[config.mk]
export PLATFORM = sky130hd
export DESIGN_NAME = timed_motor_command_controller_top
export DESIGN_NICKNAME = d
export VERILOG_FILES = /design/src/hdl/tmcc_pkg.sv /design/src/hdl/tmcc_core.sv /design/src/hdl/tmcc_emit.sv /design/src/hdl/timed_motor_command_controller_top.sv
export SDC_FILE = /design/constraint.sdc
export NUM_CORES = 1
export LEC_CHECK = 0
export ABC_AREA = 1
export ABC_CLOCK_PERIOD_IN_PS = 3000
export BUFFER_PORTS_ARGS = -buffer_cell sky130_fd_sc_hd__buf_2
export CAP_MARGIN = 20
export CELL_PAD_IN_SITES_DETAIL_PLACEMENT = 0
export CELL_PAD_IN_SITES_GLOBAL_PLACEMENT = 1
export CORE_UTILIZATION = 46
export CTS_CLUSTER_DIAMETER = 200
export DETAILED_ROUTE_END_ITERATION = 8
export GPL_ROUTABILITY_DRIVEN = 0
export PLACE_DENSITY = 0.82
export SYNTH_ARGS = -nofsm -noshare
export SYNTH_HDL_FRONTEND = slang
export SYNTH_HIERARCHICAL = 1
export SYNTH_SLANG_ARGS = --single-unit
[constraint.sdc]
create_clock -name clk_i -period 3 [get_ports clk_i]
set_input_delay 0.75 -clock clk_i [delete_from_list [all_inputs] [get_ports clk_i]]
set_output_delay 0.75 -clock clk_i [all_outputs]
set_load 0.01 [all_outputs]
[src/hdl/tmcc_pkg.sv]
// Shared types and codes for the timed motor command controller.
// No dependencies; imported by every module of the block.
`timescale 1ns / 1ps

package tmcc_pkg;

  // Fixed port widths
  localparam int PIN_W  = 4;
  localparam int GPIO_W = 8;
  localparam int BYTE_W = 8;

  // Defaults for the top-level parameters
  localparam int NUM_MOTORS_DEF    = 4;
  localparam int NUM_GPIO_DEF      = 8;
  localparam int DURATION_BITS_DEF = 16;

  // Byte classes
  localparam logic [BYTE_W-1:0] CLASS_MASK  = 8'hF0;
  localparam logic [BYTE_W-1:0] MOTOR_CLASS = 8'hC0;
  localparam logic [BYTE_W-1:0] GPIO_CLASS  = 8'hA0;
  localparam logic [BYTE_W-1:0] DONE_CODE   = 8'hD0;

  // Item kinds
  localparam logic KIND_BYTE = 1'b0;
  localparam logic KIND_TICK = 1'b1;

  // Parser phases
  localparam logic [1:0] PH_CMD  = 2'd0;
  localparam logic [1:0] PH_LOW  = 2'd1;
  localparam logic [1:0] PH_HIGH = 2'd2;

  typedef struct packed {
    logic              kind;
    logic [BYTE_W-1:0] rx_byte;
  } in_t;

  typedef struct packed {
    logic              tx_valid;
    logic [BYTE_W-1:0] tx_byte;
    logic [PIN_W-1:0]  drive_left;
    logic [PIN_W-1:0]  drive_right;
    logic [GPIO_W-1:0] gpio_out;
    logic              last;
  } out_t;

  // Everything the result side needs to play out one item's beats
  typedef struct packed {
    logic              is_tick;
    logic [PIN_W-1:0]  done;
    logic              tx_valid;
    logic [BYTE_W-1:0] tx_byte;
    logic [PIN_W-1:0]  left;
    logic [PIN_W-1:0]  right;
    logic [GPIO_W-1:0] gpio;
  } burst_t;

endpackage

[src/hdl/tmcc_core.sv]
// Command parser, motor timers and pin state; one item per fire.
// Depends on tmcc_pkg.
`timescale 1ns / 1ps

module tmcc_core import tmcc_pkg::*; #(
  parameter int NUM_MOTORS    = NUM_MOTORS_DEF,
  parameter int NUM_GPIO      = NUM_GPIO_DEF,
  parameter int DURATION_BITS = DURATION_BITS_DEF
) (
  input  logic   clk_i,
  input  logic   rst_ni,
  input  logic   fire_i,
  input  in_t    item_i,
  output burst_t burst_o
);

  localparam int DW = DURATION_BITS;
  localparam int WW = (DW > 16) ? DW : 16;

  logic [1:0]        phase_q, phase_d;
  logic [BYTE_W-1:0] pend_q, pend_d;
  logic [BYTE_W-1:0] dlow_q, dlow_d;
  logic [DW-1:0]     rem_q [NUM_MOTORS];
  logic [DW-1:0]     rem_d [NUM_MOTORS];
  logic [NUM_MOTORS-1:0] run_q, run_d;
  logic [PIN_W-1:0]  left_q, left_d;
  logic [PIN_W-1:0]  right_q, right_d;
  logic [GPIO_W-1:0] gpio_q, gpio_d;

  logic [WW-1:0]     dur_w;
  logic [DW-1:0]     dur;
  logic [PIN_W-1:0]  done;
  logic              tx_vld;
  logic [BYTE_W-1:0] tx_byte;
  logic [2:0]        gsel;

  // Saturate the 16-bit duration to the counter width
  always_comb begin
    dur_w = WW'({item_i.rx_byte, dlow_q});
    if (dur_w > WW'({DW{1'b1}})) begin
      dur = {DW{1'b1}};
    end else begin
      dur = dur_w[DW-1:0];
    end
  end

  assign gsel = item_i.rx_byte[3:1];

  always_comb begin
    phase_d = phase_q;
    pend_d  = pend_q;
    dlow_d  = dlow_q;
    rem_d   = rem_q;
    run_d   = run_q;
    left_d  = left_q;
    right_d = right_q;
    gpio_d  = gpio_q;
    done    = '0;
    tx_vld  = 1'b0;
    tx_byte = '0;

    if (item_i.kind == KIND_TICK) begin
      for (int i = 0; i < NUM_MOTORS; i++) begin
        if (run_q[i]) begin
          if (rem_q[i] <= DW'(1)) begin
            rem_d[i] = '0;
            run_d[i] = 1'b0;
            done[i]  = 1'b1;
          end else begin
            rem_d[i] = rem_q[i] - DW'(1);
          end
        end
      end
      left_d  = left_q & ~done;
      right_d = right_q & ~done;
    end else begin
      case (phase_q)
        PH_LOW: begin
          dlow_d  = item_i.rx_byte;
          phase_d = PH_HIGH;
        end
        PH_HIGH: begin
          phase_d = PH_CMD;
          // motor index sits in bits 2:1, direction in bit 0
          for (int i = 0; i < NUM_MOTORS; i++) begin
            if (pend_q[2:1] == 2'(i)) begin
              if (dur == '0) begin
                rem_d[i]   = '0;
                run_d[i]   = 1'b0;
                left_d[i]  = 1'b0;
                right_d[i] = 1'b0;
              end else begin
                rem_d[i]   = dur;
                run_d[i]   = 1'b1;
                left_d[i]  = ~pend_q[0];
                right_d[i] = pend_q[0];
                tx_vld     = 1'b1;
                tx_byte    = pend_q;
              end
            end
          end
        end
        default: begin
          phase_d = PH_CMD;
          if ((item_i.rx_byte & CLASS_MASK) == MOTOR_CLASS) begin
            pend_d  = item_i.rx_byte;
            phase_d = PH_LOW;
          end else if ((item_i.rx_byte & CLASS_MASK) == GPIO_CLASS) begin
            if ({1'b0, gsel} < 4'(NUM_GPIO)) begin
              gpio_d[gsel] = item_i.rx_byte[0];
              tx_vld       = 1'b1;
              tx_byte      = item_i.rx_byte;
            end
          end
        end
      endcase
    end
  end

  // A tick hands over the pins before clearing; the result side clears per beat
  always_comb begin
    burst_o.is_tick  = (item_i.kind == KIND_TICK);
    burst_o.done     = done;
    burst_o.tx_valid = tx_vld;
    burst_o.tx_byte  = tx_byte;
    burst_o.left     = (item_i.kind == KIND_TICK) ? left_q : left_d;
    burst_o.right    = (item_i.kind == KIND_TICK) ? right_q : right_d;
    burst_o.gpio     = gpio_d;
  end

  always_ff @(posedge clk_i or negedge rst_ni) begin
    if (!rst_ni) begin
      phase_q <= PH_CMD;
      pend_q  <= '0;
      dlow_q  <= '0;
      run_q   <= '0;
      left_q  <= '0;
      right_q <= '0;
      gpio_q  <= '0;
      for (int i = 0; i < NUM_MOTORS; i++) begin
        rem_q[i] <= '0;
      end
    end else if (fire_i) begin
      phase_q <= phase_d;
      pend_q  <= pend_d;
      dlow_q  <= dlow_d;
      run_q   <= run_d;
      left_q  <= left_d;
      right_q <= right_d;
      gpio_q  <= gpio_d;
      rem_q   <= rem_d;
    end
  end

  a_pins_one_side: assert property (@(posedge clk_i) disable iff (!rst_ni)
    (left_q & right_q) == '0)
    else $error("motor driven both ways");

  a_pins_follow_run: assert property (@(posedge clk_i) disable iff (!rst_ni)
    (left_q | right_q) == PIN_W'(run_q))
    else $error("drive pins disagree with running motors");

endmodule

[src/hdl/tmcc_emit.sv]
// Result register: plays out one beat per finished motor, or a single beat.
// Depends on tmcc_pkg.
`timescale 1ns / 1ps

module tmcc_emit import tmcc_pkg::*; (
  input  logic   clk_i,
  input  logic   rst_ni,
  input  logic   load_i,
  input  burst_t burst_i,
  output logic   ready_o,
  output logic   out_valid_o,
  input  logic   out_stall_i,
  output out_t   out_o
);

  logic              busy_q;
  burst_t            b_q;
  logic [PIN_W-1:0]  low;
  logic [1:0]        idx;
  logic              found;
  logic [PIN_W-1:0]  rest;
  logic              cur_last;
  logic              take;

  // Lowest finished motor of the current tick
  always_comb begin
    low   = '0;
    idx   = '0;
    found = 1'b0;
    for (int i = 0; i < PIN_W; i++) begin
      if (b_q.done[i] && !found) begin
        low[i] = 1'b1;
        idx    = 2'(i);
        found  = 1'b1;
      end
    end
  end

  assign rest     = b_q.done & ~low;
  assign cur_last = !b_q.is_tick || (rest == '0);
  assign take     = busy_q && !out_stall_i;
  assign ready_o  = !busy_q || (take && cur_last);

  always_comb begin
    out_o.last = cur_last;
    out_o.gpio_out = b_q.gpio;
    if (b_q.is_tick) begin
      out_o.tx_valid    = found;
      out_o.tx_byte     = found ? (DONE_CODE | {6'b0, idx}) : '0;
      out_o.drive_left  = b_q.left & ~low;
      out_o.drive_right = b_q.right & ~low;
    end else begin
      out_o.tx_valid    = b_q.tx_valid;
      out_o.tx_byte     = b_q.tx_byte;
      out_o.drive_left  = b_q.left;
      out_o.drive_right = b_q.right;
    end
  end

  assign out_valid_o = busy_q;

  always_ff @(posedge clk_i or negedge rst_ni) begin
    if (!rst_ni) begin
      busy_q <= 1'b0;
    end else if (load_i) begin
      busy_q <= 1'b1;
    end else if (take && cur_last) begin
      busy_q <= 1'b0;
    end
  end

  always_ff @(posedge clk_i) begin
    if (load_i) begin
      b_q <= burst_i;
    end else if (take && !cur_last) begin
      // advance to the next finished motor
      b_q.done  <= rest;
      b_q.left  <= b_q.left & ~low;
      b_q.right <= b_q.right & ~low;
    end
  end

  a_load_when_free: assert property (@(posedge clk_i) disable iff (!rst_ni)
    load_i |-> (!busy_q || (take && cur_last)))
    else $error("burst loaded over pending beats");

  a_hold_mid_tick: assert property (@(posedge clk_i) disable iff (!rst_ni)
    (take && !cur_last) |=> busy_q)
    else $error("tick burst dropped before its last beat");

  a_done_byte: assert property (@(posedge clk_i) disable iff (!rst_ni)
    (busy_q && b_q.is_tick && found) |-> (out_o.tx_byte[7:4] == DONE_CODE[7:4]))
    else $error("finish notice carries wrong code");

endmodule

[src/hdl/timed_motor_command_controller_top.sv]
// Timed motor command controller: input register, core and result register.
// Depends on tmcc_pkg, tmcc_core, tmcc_emit.
//
//   channel | direction | handshake              | payload
//   --------+-----------+------------------------+---------------------------
//   in      | to block  | in_valid_i / in_stall_o | in_i  (kind, rx_byte)
//   out     | from block| out_valid_o / out_stall_i | out_o (tx, pins, gpio, last)
//
// A serial byte or a tick that finishes no motor yields one beat; a tick that
// finishes k motors holds the result register for k beats, one per cycle while
// out_stall_i is low. An accepted beat passes in_q, then the result register.
// Reset clears the parser, all timers, drive pins and expander levels.
// A stalled result holds; the input register takes the next beat meanwhile.
`timescale 1ns / 1ps

module timed_motor_command_controller_top import tmcc_pkg::*; #(
  parameter int NUM_MOTORS    = NUM_MOTORS_DEF,
  parameter int NUM_GPIO      = NUM_GPIO_DEF,
  parameter int DURATION_BITS = DURATION_BITS_DEF
) (
  input  logic clk_i,
  input  logic rst_ni,
  input  logic in_valid_i,
  output logic in_stall_o,
  input  in_t  in_i,
  output logic out_valid_o,
  input  logic out_stall_i,
  output out_t out_o
);

  logic   in_vld_q;
  in_t    in_q;
  logic   fire;
  logic   emit_ready;
  burst_t burst;

  assign fire       = in_vld_q && emit_ready;
  assign in_stall_o = in_vld_q && !emit_ready;

  always_ff @(posedge clk_i or negedge rst_ni) begin
    if (!rst_ni) begin
      in_vld_q <= 1'b0;
    end else if (in_valid_i && !in_stall_o) begin
      in_vld_q <= 1'b1;
    end else if (fire) begin
      in_vld_q <= 1'b0;
    end
  end

  always_ff @(posedge clk_i) begin
    if (in_valid_i && !in_stall_o) begin
      in_q <= in_i;
    end
  end

  tmcc_core #(
    .NUM_MOTORS    (NUM_MOTORS),
    .NUM_GPIO      (NUM_GPIO),
    .DURATION_BITS (DURATION_BITS)
  ) u_core (
    .clk_i   (clk_i),
    .rst_ni  (rst_ni),
    .fire_i  (fire),
    .item_i  (in_q),
    .burst_o (burst)
  );

  tmcc_emit u_emit (
    .clk_i       (clk_i),
    .rst_ni      (rst_ni),
    .load_i      (fire),
    .burst_i     (burst),
    .ready_o     (emit_ready),
    .out_valid_o (out_valid_o),
    .out_stall_i (out_stall_i),
    .out_o       (out_o)
  );

endmodule
==> qor.yml, run 1 <==
ir_worst_vdd_mv: 0.434
synth_area_um2: 8940
p_leak_nw: 5.00
clk_pin_slew_ns: 0.07
p_sw_share_pct: 44.2
fin_setup_tns_ns: 0
synth_cell_types: 42
maxSlewViolCount: 0
period_minus_slack_ns: 2.50
synth_top_area_share_pct: 29.1
grt_use_total_pct: 24.8
tightest_slew_ns: 0.909
synth_top_area_cell: "dfrtp_1"
power.switching_mw: 4.49
cp.arrival_ns: 1.75
areaGrowthSynthToFinish_pct: 11.7
seq_area_frac_synth_pct: 42.2
reg2reg_setup_slack_ns: 0.53
initial_core_util_pct: 47.3
dr.pass1.iters: 5
die_width_um: 141
maxCapViolCount: 0
drc_errors: 0
min_period_over_period_pct: 83.5
finalHoldViolations: 0
grt_pass1_vias: 7461
fmax_ghz: 0.399
htreeDepth: 4
die_area_um2: 20000
rows: 50
dieHeight_um: 141
startpoint_type: "flop"
status: "completed"
syn_inst: 1272
final_common_cell: "nand2_1"
grt_overflow_total: 0
synthesis.nets: 1295
antenna_found_initial: 0
max-clock-path-buffers: 2
drive_gt1_share_pct: 10.4
dp_hpwl_um: 16700
cts_setup_buffers: 0
synth_area_leaders: "dfrtp_1, nand2_1, edfxtp_1"
ys_ff_latch: 143
post_cts_resized: 0
p_int_mw: 5.65
mostFrequentLayoutCells: "nand2_1, nor2_1, inv_1"
via_per_inst: 4.98
grt_pass1_wl_um: 38400
seqPwrFrac_pct: 36.3
clk-insertion-delay-late_ns: 0.44
port-buffer-count: 40
regToRegStartpoint: "u_emit/b_q[25]$_SDFFCE_PN0P_"
final_core_util_pct: 52.9
fin_cells: 1583
hold_path.class: "primary input to asynchronous set/reset pin"
rsz0062_at_grt: "no"
cts_sinks: 143
fin_skew_ns: 0.0146
fin_nets: 1333
root_buffer: "clkbuf_16"
wl_per_cell_um: 14.6
critPathMaxFanout: 6
ff2ff_path_depth: 15
cts_buffers: 17
cts_hold_buf: 0
ys_warn_count: 6
crit_type: "flop to primary output"
antenna_cells: 0
p_per_area_nw_per_um2: 1020
pin_count: 41
coreArea_um2: 18900
cp.required_ns: 2.25
crit_path_end_kind: "primary output"
syn_avg_cell_area_um2: 7.03
detail-route-antenna-nets: 0
nFillCells: 1911
grt_max_degree: 40
r2r_end: "u_core/rem_q[39]$_DFFE_PN0P_"
cts_tree: "done"
clkPwrFrac_pct: 22.6
p_comb_share_pct: 41.1
slew-limit-headroom_pct: 39.2
initialDrtViolationCount: 488
place_inst: 1551
vias: 7886
wirelength_um: 23100
setup-violations-final: 0
stage by stage:
| step | hold WS [ns] | setup WS, ns | power, mW | area [µm²] |
|---|---|---|---|---|
| 2_1_floorplan | 0.419 | 0.328 | 6.75 | 8940 |
| 3_3_place_gp | 0.434 | 0.452 | 7.80 | 9350 |
| 3_5_place_dp | 0.438 | 0.417 | 7.87 | 9350 |
| 4_1_cts | 0.342 | 0.480 | 10.2 | 9990 |
| 5_1_grt | 0.354 | 0.289 | 11.0 | 9990 |
| 6_report | 0.325 | 0.496 | 10.1 | 9990 |
cells by family after synthesis:
| family | after synthesis | share of synthesized area [%] |
|---|---|---|
| DFF | 143 | 42.2 |
| and+or+nand+nor | 747 | 34.3 |
| adders and majority gates | 10 | 1.40 |
| buffers and inverters | 213 | 10.5 |
| AOI/OAI and AO/OA | 142 | 9.90 |
| xor gates and xnor gates | 17 | 1.66 |
synthesized netlist by cell type (all sizes together):
cell type and n:
o2111ai 1, nand3b 1, xnor2 1, o21bai 2, clkbuf 5, nor2 241, nand3 91, o21ai 63
xor2 16, a21boi 15, o21a 6, o31ai 1, buf 33, nor3 10, o22ai 4, inv 175
and2 1, o211ai 3, nand4 15, ha 10, edfxtp 39, a21oi 47, nand2 385, dfrtp 104
or2 3
flip-flops by register name, summed over array words and instances (netlist names):
| signal | flops |
|---|---|
| u_core/pend_q | 8 |
| u_core/right_q | 4 |
| u_core/rem_q | 64 |
| u_core/run_q | 4 |
| u_core/phase_q | 2 |
| u_core/dlow_q | 8 |
| in_vld_q | 1 |
| u_core/left_q | 4 |
| u_core/gpio_q | 8 |
| u_emit/b_q | 22 |
| u_emit/out_valid_o | 1 |
| in_q | 9 |
| u_emit/out_o | 8 |
critical path: stages, from the launching register on:
cell,delay (ns)
edfxtp_1,0.48
nor2_4,0.20
nand2_2,0.08
o21ai_1,0.32
nand2_1,0.09
buf_2,0.15
worst max path at each step:
| stage | from | endpoint | slack (ns) | cells past startpoint |
|---|---|---|---|---|
| final | u_emit/b_q[25]$_SDFFCE_PN0P_ | out_o[25] | 0.50 | 5 |
| after global routing | u_emit/b_q[26]$_DFFE_PP_ | u_core/dlow_q[4]$_DFFE_PN0P_ | 0.29 | 14 |
| after CTS | u_emit/b_q[25]$_SDFFCE_PN0P_ | u_core/rem_q[63]$_DFFE_PN0P_ | 0.48 | 14 |
| after detailed placement | out_stall_i | u_core/rem_q[63]$_DFFE_PN0P_ | 0.42 | 11 |
| after global placement | out_stall_i | u_core/rem_q[63]$_DFFE_PN0P_ | 0.45 | 11 |
| after floorplan | out_stall_i | u_core/dlow_q[5]$_DFFE_PN0P_ | 0.33 | 12 |
final cells by class:
class                           instances  area, µm²  area share (%)
Tap cell                              260        325            3.26
Inverter                              175        662            6.63
Clock inverter                         15        213            2.13
Sequential cell                       143       3770            37.8
Clock buffer                           17        425            4.26
Multi-Input combinational cell        916       4230            42.4
Timing Repair Buffer                   57        355            3.56
metal layers:
| metal | share of wire [%] | vias to the layer above | global-route usage, % |
|---|---|---|---|
| met5 | 0 | - | 0 |
| met4 | 2.1 | 0 | 8.60 |
| met3 | 3.8 | 28 | 3.58 |
| met2 | 44 | 153 | 37.8 |
| met1 | 50 | 3644 | 36.0 |
| li1 | - | 4061 | - |
power by group through the flow:
stage | sequential, mW | clock [mW] | combinational [mW]
after floorplan | 3.50 | 0 | 3.25
after global routing | 3.80 | 2.42 | 4.80
after detailed placement | 3.71 | 0 | 4.17
final | 3.68 | 2.29 | 4.17
after global placement | 3.70 | 0 | 4.10
after CTS | 3.68 | 2.34 | 4.18
Note: power is estimated with default switching activity, not from simulation.
==> inputs of run 2 (changes only) <==
--- a/config.mk
+++ b/config.mk
@@ -5,17 +5,17 @@
 export SDC_FILE = /design/constraint.sdc
 export NUM_CORES = 1
 export LEC_CHECK = 0
-export ABC_AREA = 1
-export ABC_CLOCK_PERIOD_IN_PS = 3000
+export ABC_AREA = 0
+export ABC_CLOCK_PERIOD_IN_PS = 2100
 export BUFFER_PORTS_ARGS = -buffer_cell sky130_fd_sc_hd__buf_2
 export CAP_MARGIN = 20
 export CELL_PAD_IN_SITES_DETAIL_PLACEMENT = 0
 export CELL_PAD_IN_SITES_GLOBAL_PLACEMENT = 1
-export CORE_UTILIZATION = 46
+export CORE_UTILIZATION = 44
 export CTS_CLUSTER_DIAMETER = 200
 export DETAILED_ROUTE_END_ITERATION = 8
 export GPL_ROUTABILITY_DRIVEN = 0
-export PLACE_DENSITY = 0.82
+export PLACE_DENSITY = 0.78
 export SYNTH_ARGS = -nofsm -noshare
 export SYNTH_HDL_FRONTEND = slang
 export SYNTH_HIERARCHICAL = 1
==> constraint.sdc (replaced) <==
create_clock -name clk_i -period 2.1 [get_ports clk_i]
set_input_delay 0.525 -clock clk_i [delete_from_list [all_inputs] [get_ports clk_i]]
set_output_delay 0.525 -clock clk_i [all_outputs]
set_load 0.01 [all_outputs]
==> qor.yml, run 2 <==
status: "finished, violations left"  # was completed
failed_checks: "setup timing"
synth_area_leaders: "dfrtp_1, edfxtp_1, o21ai_0"  # was dfrtp_1, nand2_1, edfxtp_1
reg2reg_setup_slack_ns: -0.30  # was 0.53 ns
final_common_cell: "buf_4"  # was nand2_1
yosys-top-cells-count: "dfrtp_1, nand2_1, o21ai_0"  # was nand2_1, nor2_1, inv_1
initial_core_util_pct: 45.4  # was 47.3%
fin_ws_ns: -0.295  # was 0.496 ns
use_met1_pct: 35.5  # was 36.0%
cp.arrival_ns: 1.87  # was 1.75 ns
dp_hpwl_um: 15700  # was 16700 µm
r2r_end: "u_core/rem_q[26]$_DFFE_PN0P_"  # was u_core/rem_q[39]$_DFFE_PN0P_
use_met2_pct: 40.7  # was 37.8%
hold_path.class: "primary input to asynchronous set/reset pin"  # unchanged
via_per_inst: 6.03  # was 4.98
rows: 48  # was 50
coreArea_um2: 17500  # was 18900 µm²
async_flop_share_pct: 72.7  # unchanged
drive_gt1_share_pct: 33.5  # was 10.4%
cts_sinks: 143  # unchanged
period_minus_slack_ns: 2.40
max-clock-path-buffers: 2  # unchanged
grt_overflow_total: 0  # unchanged
crit_start: "u_emit/b_q[26]$_DFFE_PP_"  # was u_emit/b_q[25]$_SDFFCE_PN0P_
setup-violations-final: 141  # was 0
cts_buffers: 17  # unchanged
worstSetupEndpoint: "in_stall_o"  # was out_o[25]
crit_type: "flop to primary output"  # unchanged
regToRegStartpoint: "u_emit/b_q[26]$_DFFE_PP_"  # was u_emit/b_q[25]$_SDFFCE_PN0P_
grt_pass1_wl_um: 36900  # was 38400 µm
synthesis.nets: 847  # was 1295
syn_avg_cell_area_um2: 9.63  # was 7.03 µm²
synth_most_common_cell: "dfrtp_1"  # was nand2_1
synth_area_um2: 7940  # was 8940 µm²
synth_ff_type: "dfrtp_1"  # unchanged
grt_max_degree: 105  # was 40
use_met3_pct: 4.62  # was 3.58%
dpl_cell_area_um2: 9110  # was 9350 µm²
synth_edf_count: 39  # unchanged
largest_reg_flops: 64  # unchanged
areaGrowthSynthToFinish_pct: 34.4  # was 11.7%
final_cell_area_um2: 10700  # was 9990 µm²
detail-route-antenna-nets: 0  # unchanged
mostFrequentLayoutCells: "buf_4, dfrtp_1, nand2_1"  # was nand2_1, nor2_1, inv_1
initialDrtViolationCount: 546  # was 488
critPathMaxFanout: 2  # was 6
grt_pass1_vias: 6873  # was 7461
dr.pass1.iters: 5  # unchanged
drc_errors: 0  # unchanged
grt_use_total_pct: 26.0  # was 24.8%
rsz0062_at_grt: "yes"  # was no
antenna_found_initial: 0  # unchanged
nFillCells: 1386  # was 1911
whs_ns: 0.155  # was 0.325 ns
htreeDepth: 4  # unchanged
maxSlewViolCount: 0  # unchanged
startpoint_type: "flop"  # unchanged
ir_worst_vdd_mv: 0.819  # was 0.434 mV
clk-insertion-delay-late_ns: 0.44  # about the same
finalHoldViolations: 0  # unchanged
p_leak_nw: 4.50  # was 5.00 nW
fin_nets: 1012  # was 1333
fin_cells: 1227  # was 1583
wirelength_um: 24000  # was 23100 µm
seq_area_frac_synth_pct: 47.5  # was 42.2%
crit_path_end_kind: "primary output"  # unchanged
maxCapViolCount: 0  # unchanged
die_area_um2: 18600  # was 20000 µm²
dieHeight_um: 136  # was 141 µm
power_mw: 15.5  # was 10.1 mW
synth_top_area_share_pct: 32.8  # was 29.1%
cts_tree: "done"  # unchanged
die_width_um: 136  # was 141 µm
ff2ff_path_depth: 11  # was 15
synth_cell_types: 78  # was 42
syn_inst: 824  # was 1272
place_inst: 1146  # was 1551
p_per_area_nw_per_um2: 1450  # was 1020 nW/µm²
clk_pin_slew_ns: 0.07  # about the same
root_buffer: "clkbuf_16"  # unchanged
top_regs: "u_core/rem_q x64, u_emit/b_q x22, in_q x9"  # unchanged
ys_ff_latch: 143  # unchanged
min_period_over_period_pct: 114
antenna_cells: 0  # unchanged
cp.required_ns: 1.57  # was 2.25 ns
max_flop_register: "u_core/rem_q"  # unchanged
fin_skew_ns: 0.00927  # was 0.0146 ns
ys_warn_count: 6  # unchanged
vias: 7399  # was 7886
pin_count: 41  # unchanged
wl_per_cell_um: 19.5  # was 14.6 µm
tightest_slew_ns: 0.660  # was 0.909 ns
port-buffer-count: 40  # unchanged
grt.busiest_layer: "met2"  # unchanged
fmax_ghz: 0.418
synth_top_area_cell: "dfrtp_1"  # unchanged
cts_hold_buf: 0  # unchanged
slew-limit-headroom_pct: 55.4  # was 39.2%
==> run 2: area by class of cell <==
class	instances	area (µm²)	area share, %
Tap cell	225	282	2.64
Sequential cell	143	3770	35.4
Clock inverter	15	200	1.88
Inverter	27	101	0.950
Timing Repair Buffer	198	1710	16.0
Clock buffer	17	425	3.99
Multi-Input combinational cell	602	4170	39.1
==> run 2: power by group <==
group	total, mW	leakage, nW	internal [mW]	switching (mW)
Combinational	7.31	2.52	3.56	3.76
Sequential	4.96	1.68	4.05	0.903
Clock	3.19	0.307	1.82	1.37
==> run 2: how the worst min path moves through the flow <==
stage,start,endpoint,slack [ns]
final,rst_ni,u_core/rem_q[5]$_DFFE_PN0P_,0.16
after global routing,rst_ni,u_core/rem_q[5]$_DFFE_PN0P_,0.18
after CTS,rst_ni,u_core/rem_q[4]$_DFFE_PN0P_,0.19
after detailed placement,u_core/pend_q[7]$_DFFE_PN0P_,u_core/pend_q[7]$_DFFE_PN0P_,0.46
after global placement,u_core/pend_q[6]$_DFFE_PN0P_,u_core/pend_q[6]$_DFFE_PN0P_,0.44
after floorplan,rst_ni,in_vld_q$_DFFE_PN0P_,0.23
==> run 2: cell families (layout without fill, tap and decap cells) <==
group / after synthesis / count (layout) / synth area share, %
buffers and inverters: 81 / 257 / 4.75
AO/OA/AOI/OAI: 250 / 250 / 20.9
multiplexers: 33 / 33 / 4.63
AND/OR/NAND/NOR: 306 / 308 / 20.5
flip-flops: 143 / 143 / 47.5
adder cells (fa/ha/maj): 11 / 11 / 1.72
==> run 2: worst max-delay path, cell delays in order (launching register included) <==
cell,delay (ns)
edfxtp_1,0.42
maj3_2,0.37
nor2_4,0.11
o31a_1,0.16
buf_4,0.11
nand2b_4,0.11
inv_2,0.04
buf_6,0.11
==> run 2: routing by layer <==
metal	vias to the layer above	share of wire (%)
met5	-	0
met4	0	2.8
met3	56	5.1
met2	264	48
met1	3676	45
li1	3403	-
==> run 2: per-stage QoR <==
stage          setup TNS [ns]  util [%]  setup slack [ns]
2_1_floorplan           -9.93         -            -0.214
5_1_grt                -31.42      61.0            -0.360
3_5_place_dp            -5.08      52.1            -0.125
6_report               -22.05      61.0            -0.295
4_1_cts                -13.71      58.7            -0.284
3_3_place_gp           -0.952      52.1           -0.0466
==> run 2: timing repair <==
action                     4_1_cts  5_1_grt
setup buffers                   23       18
gates resized for setup         65       58
setup endpoints to repair       99      151
pin swaps                       16       19
gates cloned                     7        2
==> inputs of run 3 (changes only) <==
--- a/config.mk
+++ b/config.mk
@@ -15,8 +15,7 @@
 export CTS_CLUSTER_DIAMETER = 200
 export DETAILED_ROUTE_END_ITERATION = 8
 export GPL_ROUTABILITY_DRIVEN = 0
-export PLACE_DENSITY = 0.78
+export PLACE_DENSITY = 0.77
 export SYNTH_ARGS = -nofsm -noshare
 export SYNTH_HDL_FRONTEND = slang
-export SYNTH_HIERARCHICAL = 1
 export SYNTH_SLANG_ARGS = --single-unit
==> qor.yml, run 3 <==
status: "finished, violations left"  # unchanged
failed_checks: "setup timing"  # unchanged
p_leak_nw: 4.48  # was 4.50 nW
fin_ws_ns: -0.282  # was -0.295 ns
post-place-ws_ns: -0.0892  # was -0.125 ns
cts_sinks: 143  # unchanged
cts_buffers: 17  # unchanged
mostFrequentLayoutCells: "buf_4, dfrtp_1, o21ai_0"  # was buf_4, dfrtp_1, nand2_1
pin_count: 41  # unchanged
synth_area_leaders: "dfrtp_1, edfxtp_1, o21ai_0"  # unchanged
drive_gt1_share_pct: 36.0  # was 33.5%
grt_pass1_vias: 7041  # was 6873
syn_inst: 810  # was 824
wirelength_um: 25200  # was 24000 µm
initialDrtViolationCount: 634  # was 546
critical-path-max-stage-delay_ns: 0.45  # was 0.42 ns
crit_type: "flop to primary output"  # unchanged
final_core_util_pct: 59.7  # was 61.0%
period_minus_slack_ns: 2.38  # was 2.40 ns
ys_ff_latch: 143  # unchanged
ys_warn_count: 0  # was 6
die_area_um2: 18800  # was 18600 µm²
largest_reg_flops: 64  # unchanged
antenna_cells: 0  # unchanged
crit_path_cell_trace: "or3_4 -> nand2_4 -> nor3_2 -> o211ai_1 -> inv_1 -> buf_2"  # was maj3_2 -> nor2_4 -> o31a_1 -> buf_4 -> nand2b_4 -> inv_2 -> buf_6
synth_most_common_cell: "dfrtp_1"  # unchanged
synth_ff_type: "dfrtp_1"  # unchanged
tightest_slew_ns: 0.817  # was 0.660 ns
drc_errors: 0  # unchanged
max_flop_register: "u_core.rem_q"  # was u_core/rem_q
yosys-top-cells-count: "dfrtp_1, o21ai_0, nand2_1"  # was dfrtp_1, nand2_1, o21ai_0
areaGrowthSynthToFinish_pct: 33.3  # was 34.4%
cp.arrival_ns: 1.86  # was 1.87 ns
fin_cells: 1219  # was 1227
fin_nets: 1000  # was 1012
final_common_cell: "buf_4"  # unchanged
htreeDepth: 4  # unchanged
clk_pin_slew_ns: 0.06  # was 0.07 ns
port-buffer-count: 40  # unchanged
critPathMaxFanout: 4  # was 2
startpoint_type: "flop"  # unchanged
antenna_found_initial: 0  # unchanged
hold_path.class: "primary input to asynchronous set/reset pin"  # unchanged
synth-compound-area-share_pct: 22.6  # was 20.9%
ir_worst_vdd_mv: 0.709  # was 0.819 mV
grt_pass1_wl_um: 38400  # was 36900 µm
whs_ns: 0.0597  # was 0.155 ns
finalHoldViolations: 0  # unchanged
maxCapViolCount: 0  # unchanged
vias: 7449  # was 7399
synthesis.nets: 833  # was 847
synth_top_area_cell: "dfrtp_1"  # unchanged
synth_cell_types: 77  # was 78
cp_top_family: "simple AND/OR/NAND/NOR gates"  # was flip-flops
coreArea_um2: 17900  # was 17500 µm²
yosys.area_share.simple_pct: 18.9  # was 20.5%
p_per_area_nw_per_um2: 1170  # was 1450 nW/µm²
place_inst: 1148  # was 1146
grt_use_total_pct: 27.1  # was 26.0%
seq_area_frac_synth_pct: 47.0  # was 47.5%
cts_hold_buf: 0  # unchanged
rows: 49  # was 48
fmax_ghz: 0.420  # was 0.418 GHz
yosys.area_share.adder_pct: 1.56  # was 1.72%
cts_tree: "done"  # unchanged
die_width_um: 137  # was 136 µm
syn_avg_cell_area_um2: 9.91  # was 9.63 µm²
synth_top_area_share_pct: 32.4  # was 32.8%
fin_setup_tns_ns: -11.28  # was -22.05 ns
min_period_over_period_pct: 113  # was 114%
dp_hpwl_um: 16400  # was 15700 µm
top_regs: "u_core.rem_q x64, u_emit.b_q x22, in_q x9"  # was u_core/rem_q x64, u_emit/b_q x22, in_q x9
detail-route-antenna-nets: 0  # unchanged
maxSlewViolCount: 0  # unchanged
fin_skew_ns: 0.00843  # was 0.00927 ns
grt_overflow_total: 0  # unchanged
wl_per_cell_um: 20.6  # was 19.5 µm
initial_core_util_pct: 44.8  # was 45.4%
via_per_inst: 6.11  # was 6.03
async_flop_share_pct: 72.7  # unchanged
clk-insertion-delay-late_ns: 0.43  # was 0.44 ns
cp.required_ns: 1.57  # about the same
dieHeight_um: 137  # was 136 µm
setup-violations-final: 105  # was 141
crit_slowest_cell: "edfxtp_1"  # unchanged
dr.pass1.iters: 5  # unchanged
synth_mux_area_share_pct: 4.68  # was 4.64%
synth_area_um2: 8030  # was 7940 µm²
synth_edf_count: 39  # unchanged
grt_max_degree: 49  # was 105
critPathBufInv: 2  # was 3
crit_path_end_kind: "primary output"  # unchanged
root_buffer: "clkbuf_16"  # unchanged
slew-limit-headroom_pct: 45.4  # was 55.4%
max-clock-path-buffers: 2  # unchanged
synth_xor_xnor_area_share_pct: 0  # unchanged
synth_top_family_by_area: "compound AO/OA/AOI/OAI gates"  # unchanged
rsz0062_at_grt: "yes"  # unchanged
[run 3: cell count changes after synthesis, moves of 8 or more]
cell / delta
nor3_1: +8
clkbuf_1: -10
a22o_1: +8
o2bb2ai_1: -9
inv_1: +8
o21ai_0: -8
o21ai_1: -11
or3_1: +9
nand2_1: -42
nor4_1: -9
[run 3: cell families after synthesis]
group                      count (synthesis)
DFF                                      143
adders and majority gates                 10
and+or+nand+nor                          278
muxes                                     34
buffers and inverters                     88
AOI/OAI and AO/OA                        257
[run 3: layout make-up]
cell class | instances | area [µm²]
Clock buffer | 17 | 425
Tap cell | 229 | 287
Timing Repair Buffer | 199 | 1590
Multi-Input combinational cell | 580 | 4290
Sequential cell | 143 | 3770
Inverter | 36 | 135
Clock inverter | 15 | 190
Fill cell | 1469 | 7210
[run 3: path summary, 6_finish.rpt]
kind | cells after the start | from | slack (ns) | end
worst min-delay path | 1 | rst_ni | 0.06 | u_core.rem_q[47]$_DFFE_PN0P_
worst max register to register | 11 | u_emit.b_q[26]$_DFFE_PP_ | -0.22 | u_core.gpio_q[4]$_DFFE_PN0P_
max in group asynchronous | 2 | rst_ni | 1.41 | u_core.rem_q[56]$_DFFE_PN0P_
min in group clk_i | 1 | in_i[4] | 0.26 | in_q[4]$_DFFE_PP_
worst max-delay path | 6 | u_emit.b_q[26]$_DFFE_PP_ | -0.28 | in_stall_o
worst min register to register | 1 | u_core.pend_q[6]$_DFFE_PN0P_ | 0.47 | u_core.pend_q[6]$_DFFE_PN0P_
[run 3: metrics by stage]
stage / area [µm²] / total power [mW]
finish: 10700 / 12.5
global route: 10700 / 13.2
CTS: 10300 / 12.1
detailed placement: 9240 / 8.59
global placement: 9240 / 8.42
floorplan: 8040 / 6.88
[run 3: layer usage]
metal  global-route usage [%]  routed length [µm]  vias up
li1                         -                   -     3402
met1                     37.2               11100     3706
met2                     43.0               11800      285
met3                     4.00                1470       56
met4                     10.3                 750        0
met5                        0                   0        -
[run 3: what timing repair did]
item,in CTS,in global routing
buffers inserted,21,13
gates resized for setup,65,78
cloned,6,5
pin swaps,18,12
setup endpoints to repair,73,148
[run 3: where the power goes]
part	switching, mW	leakage [nW]	internal, mW
clock	1.39	0.306	1.82
combinational	2.45	2.50	2.23
sequential	0.884	1.67	3.75
